<file path="src/design/lmsd_ram.sv">
// single write port, single registered read port memory
`timescale 1ns / 1ps

module lmsd_ram #(
    parameter int DEPTH = 512,
    parameter int WIDTH = 8
) (
    input  logic                     aclk,
    input  logic                     we,
    input  logic [$clog2(DEPTH)-1:0] waddr,
    input  logic [WIDTH-1:0]         wdata,
    input  logic [$clog2(DEPTH)-1:0] raddr,
    output logic [WIDTH-1:0]         rdata
);

    logic [WIDTH-1:0] mem [DEPTH];

    always_ff @(posedge aclk) begin
        if (we) begin
            mem[waddr] <= wdata;
        end
        rdata <= mem[raddr];
    end

endmodule

</file>
<file path="config.mk">
export PLATFORM = sky130hd
export DESIGN_NAME = lmsd_ram
export DESIGN_NICKNAME = d
export VERILOG_FILES = /design/src/design/lmsd_ram.sv
export SDC_FILE = /design/constraint.sdc
export NUM_CORES = 2
export LEC_CHECK = 0
export ABC_AREA = 1
export BUFFER_PORTS_ARGS = -buffer_cell sky130_fd_sc_hd__buf_4
export CAP_MARGIN = 20
export CORE_MARGIN = 3
export CORE_UTILIZATION = 45
export DETAILED_ROUTE_END_ITERATION = 12
export MAX_ROUTING_LAYER = met4
export PLACE_DENSITY = 0.61
export SLEW_MARGIN = 10
export SYNTH_ARGS = -nofsm -noshare
export SYNTH_HDL_FRONTEND = slang
export SYNTH_SLANG_ARGS = --single-unit
</file>
<file path="constraint.sdc">
create_clock -name aclk -period 1.69 [get_ports aclk]
set_input_delay 0.0845 -clock aclk [delete_from_list [all_inputs] [get_ports aclk]]
set_output_delay 0.0845 -clock aclk [all_outputs]
set_load 0.05 [all_outputs]
</file>
# After elaboration in Yosys (flattened, before gate mapping)
# Memory sizes are Yosys's and may differ from the RTL's. A register that Yosys moved wholly into a read port is not among the register bits.
# Index checks and enable logic that the tools add are counted.
[word_totals] register_bits=0 mem_bits_rw=4096 inputBits=28 out_inout_bits=8 mem_count=1
[op_classes] mux=2
[memory_table] name="mem" words=512 word_bits=8 read_ports=1 rd_clocked_by_memory_dff=1 wr=1 line_no="16" text="logic [WIDTH-1:0] mem [DEPTH];"
[op_table] cell="$mux W1" count=2

# Longest topological paths before layout
[logic_depth] word_depth=2 depth_mapped=15 mapped_depth_nobuf=11

# Least setup slack after synthesis
# Ideal clock, no wire load.
[synth_path] path_type="input port to flip-flop" from="input port waddr[4]" to="memory mem[213][0] (enable)" t_arrival_ns=1.305 t_required_ns=1.320 setup_slack_ns=0.014 stages=7 path_buffers=1 cell_sequence="inv_1 -> nor2_1 -> inv_1 -> nor2_1 -> inv_1 -> clkbuf_1 -> nor2_1"
[synth_rtl] item="start: declaration" line_no="10" text="input logic [$clog2(DEPTH)-1:0] waddr,"
[synth_rtl] item="end: declaration" line_no="16"
# No word-level cell before the write port.

==> metrics <==
crit end category flip-flop; cell count of the worst hold path 2; nets 15133; Max VDD drop approximately 940 uV; Setup-failing EPs final 9; worst slew pin tran 1.001 ns; Netlist cell types 16; vias 114324; reg2reg setup slack -0.06 ns; root buffer cell clkbuf_16; die height 614.7 um; worst slack at placement -1.516 ns; worst rel slew slack 0.3321; H-tree depth 5; DR WL/cell 24.32 um; top-area cell type share of the netlist area 0.7377; largest net degree at the start of global routing 84; Async SR Flop Fraction 0; CTS sink count 4104; Syn Nets 13919; WL final 495900 um; Worst Path Required 2.52 ns; Die W 614.7 um; mux cell area share after synthesis 0; gr ovfl total 0; Worst Hold Endpoint mem[337][3]; violated checks setup timing; clk_lat worst skew 1.00 ns; worst-path fanout max 1; Worst setup SP type flip-flop; Worst path slowest cell edfxtp_1; Top delay family on crit path simple AND/OR/NAND/NOR gates; Post-synth EDFFs 4096; die area 0.3779 mm2; Final Critical Period 1.747 ns; postcts setup bufs 0; IO Count 36; post-synthesis sequential area ratio 0.7387; initial core utilization 0.4540; setup ws final -0.05675 ns; simple-gate area share of the yosys netlist 0.2280; top-count cell post-synth nand2_1; Iteration-0 DRC Markers roughly 13000; RePlAce Congestion roughly 0.89; synth cell count leaders nand2_1, edfxtp_1, nand3_1; drt first pass iters 6; Synth Area in XOR/XNOR 0; first-pass GRT wire length 727400 um; synthesis-to-finish area growth 20.99%; arrival time of the worst setup path 2.58 ns; Core Rows 222; initial antenna violation count 13; compound-cell area share of the yosys netlist 0; DRC viols 0; maximum buffer depth of the clock tree 4; HP Class input port to flip-flop; CP Cell Sequence nand2_1 -> nand3_1 -> nand3_2 -> nand3_1 -> nand3_2 -> nand3_4 -> nand3_4 -> nand3_2 -> buf_6 -> nand3_4 -> nand2_1; reg2reg path depth 11; hold path start wdata[3]; clk slew on worst S/H paths 0.06 ns; WHS 0.05366 ns; LEAKAGE 73.06 nW; vias in the first global route 108474; leading register cell type out of synthesis edfxtp_1; FF-to-FF End rdata[4]; Port Buffers 35; Max Clk Rate 572.5 MHz; Post-Syn Area approximately 0.17 mm2; Final Max Slew Viols 0; met1 wire length 200500 um; top post-synthesis cells by area edfxtp_1, nand3_1, nand2_1, buf_2, nor2_1; adder-cell area share of the yosys netlist 0; metal2 WL 233100 um; Inserted Clock Buffers between 400 and 500; pwr/cell area 1090 mW/mm2; largest family of logic cells by synthesized area simple AND/OR/NAND/NOR gates; share of layout cells above drive strength 1 0.1798; vias per inst 5.606; worst reg2reg startpoint mem[320][4]; Gate Count Post-Synth 13891; Max Cap Viol 0; CP max stage delay 0.37 ns; RSZ-0062 raised after global routing true; sum of buffers and inverters on the critical path 1; core region area between 0.3 and 0.4 mm2; period utilization 1.034; ANT nets after route 0; highest metal used met4; final hold vios 0; Filler Cell Count 30268; GRT Resource Usage Total 0.2635; CTS tree yes; Syn. warnings 0; Avg Cell Area, Syn 12.00 um2; synthesis-stage register bit count 4104; Clock Skew 0.06183 ns; cell taking the most area after synthesis edfxtp_1; DP Wirelength 319500 um; met3 WL post-DR 41690 um; run status complete, but fails checks; Setup CP Type flip-flop to flip-flop
==> cell usage in the layout (no fill, tap or decap) <==
cell,n
clkinv_16,5
inv_8,2
buf_8,21
diode_2,8
bufinv_16,33
inv_16,9
clkinv_8,4
clkinvlp_4,13
clkbuf_16,431
inv_6,8
nand3_2,329
buf_6,8
buf_16,1
edfxtp_1,4096
nand2_2,2
dlygate4sd3_1,19
clkbuf_8,8
inv_4,1
clkinv_2,86
nor2_1,512
nand3_4,69
clkinv_1,102
buf_12,352
nand2_4,15
nand2_1,4143
nand3_1,3682
inv_1,32
nor3_2,2
dfxtp_4,8
clkbuf_1,84
clkinv_4,3
nor3_1,9
buf_4,1367
nor2_2,2
==> metal layers <==
layer	track usage	up-vias
met3	0.03783	985
met5	-	-
met4	0.09503	0
met1	0.3550	56067
li1	-	51988
met2	0.4101	5284
==> logic make-up after synthesis <==
kind of cell / Yosys count
AND/OR/NAND/NOR: 8765
flip-flops: 4104
buffers and inverters: 1022
==> flip-flops by register name (all words and copies together), names as in the netlist <==
signal and cells:
mem 4096, rdata 8
==> power breakdown <==
group	total, mW	switching [mW]	internal, mW
Sequential	112	0.148	112
Combinational	16.1	11.0	5.15
Clock	91.6	39.4	52.1
Total	220	50.6	169
==> per-stage QoR <==
stage | TNS [ns] | util | instance area [um2] | instances | total power, mW
after floorplan | 0 | - | 166700 | 13891 | 121.3
after global placement | -178.19 | 0.5047 | 185300 | 19587 | 129.3
after detailed placement | -179.23 | 0.5047 | 185300 | 19587 | 129.5
after CTS | -0.5003 | 0.5472 | 200900 | 20387 | 220.7
after global routing | -0.8328 | 0.5493 | 201700 | 20390 | 226.0
final | -0.2818 | 0.5493 | 201700 | 20394 | 219.9
==> final cells by class <==
| cell class | count | area [um2] | share of cell area |
|---|---|---|---|
| multi-input combinational | 8765 | 40660 | 0.2016 |
| inverter | 39 | 202.7 | 0.001005 |
| clock inverter | 258 | 2331 | 0.01156 |
| timing repair buffer | 1768 | 17930 | 0.08890 |
| sequential | 4104 | 123200 | 0.6107 |
| antenna | 8 | 20.02 | 0.00009924 |
| clock buffer | 523 | 11210 | 0.05558 |
| tap | 4928 | 6166 | 0.03057 |
| timing repair inverter | 1 | 8.758 | 0.00004342 |
==> repair_timing <==
item | 4_1_cts | 5_1_grt
endpoints found under the setup margin | 16 | 121
cloned | 1 | 0
resized for setup | 369 | 146
hold buffers | 19 | 0
endpoints found under the hold margin | 4136 | 0
pin swaps | 50 | 23
==> how the worst max path moves through the flow <==
stage                      from     endpoint  slack, ns  cells after the start
floorplan              waddr[4]  mem[213][0]       0.01                      7
global placement       raddr[0]     rdata[0]      -1.50                     15
CTS                    rdata[5]     rdata[5]      -0.11                      1
detailed placement     raddr[0]     rdata[0]      -1.52                     15
global route        mem[320][4]     rdata[4]      -0.13                     11
finish              mem[320][4]     rdata[4]      -0.06                     11
Note: power is estimated with default switching activity, not from simulation.
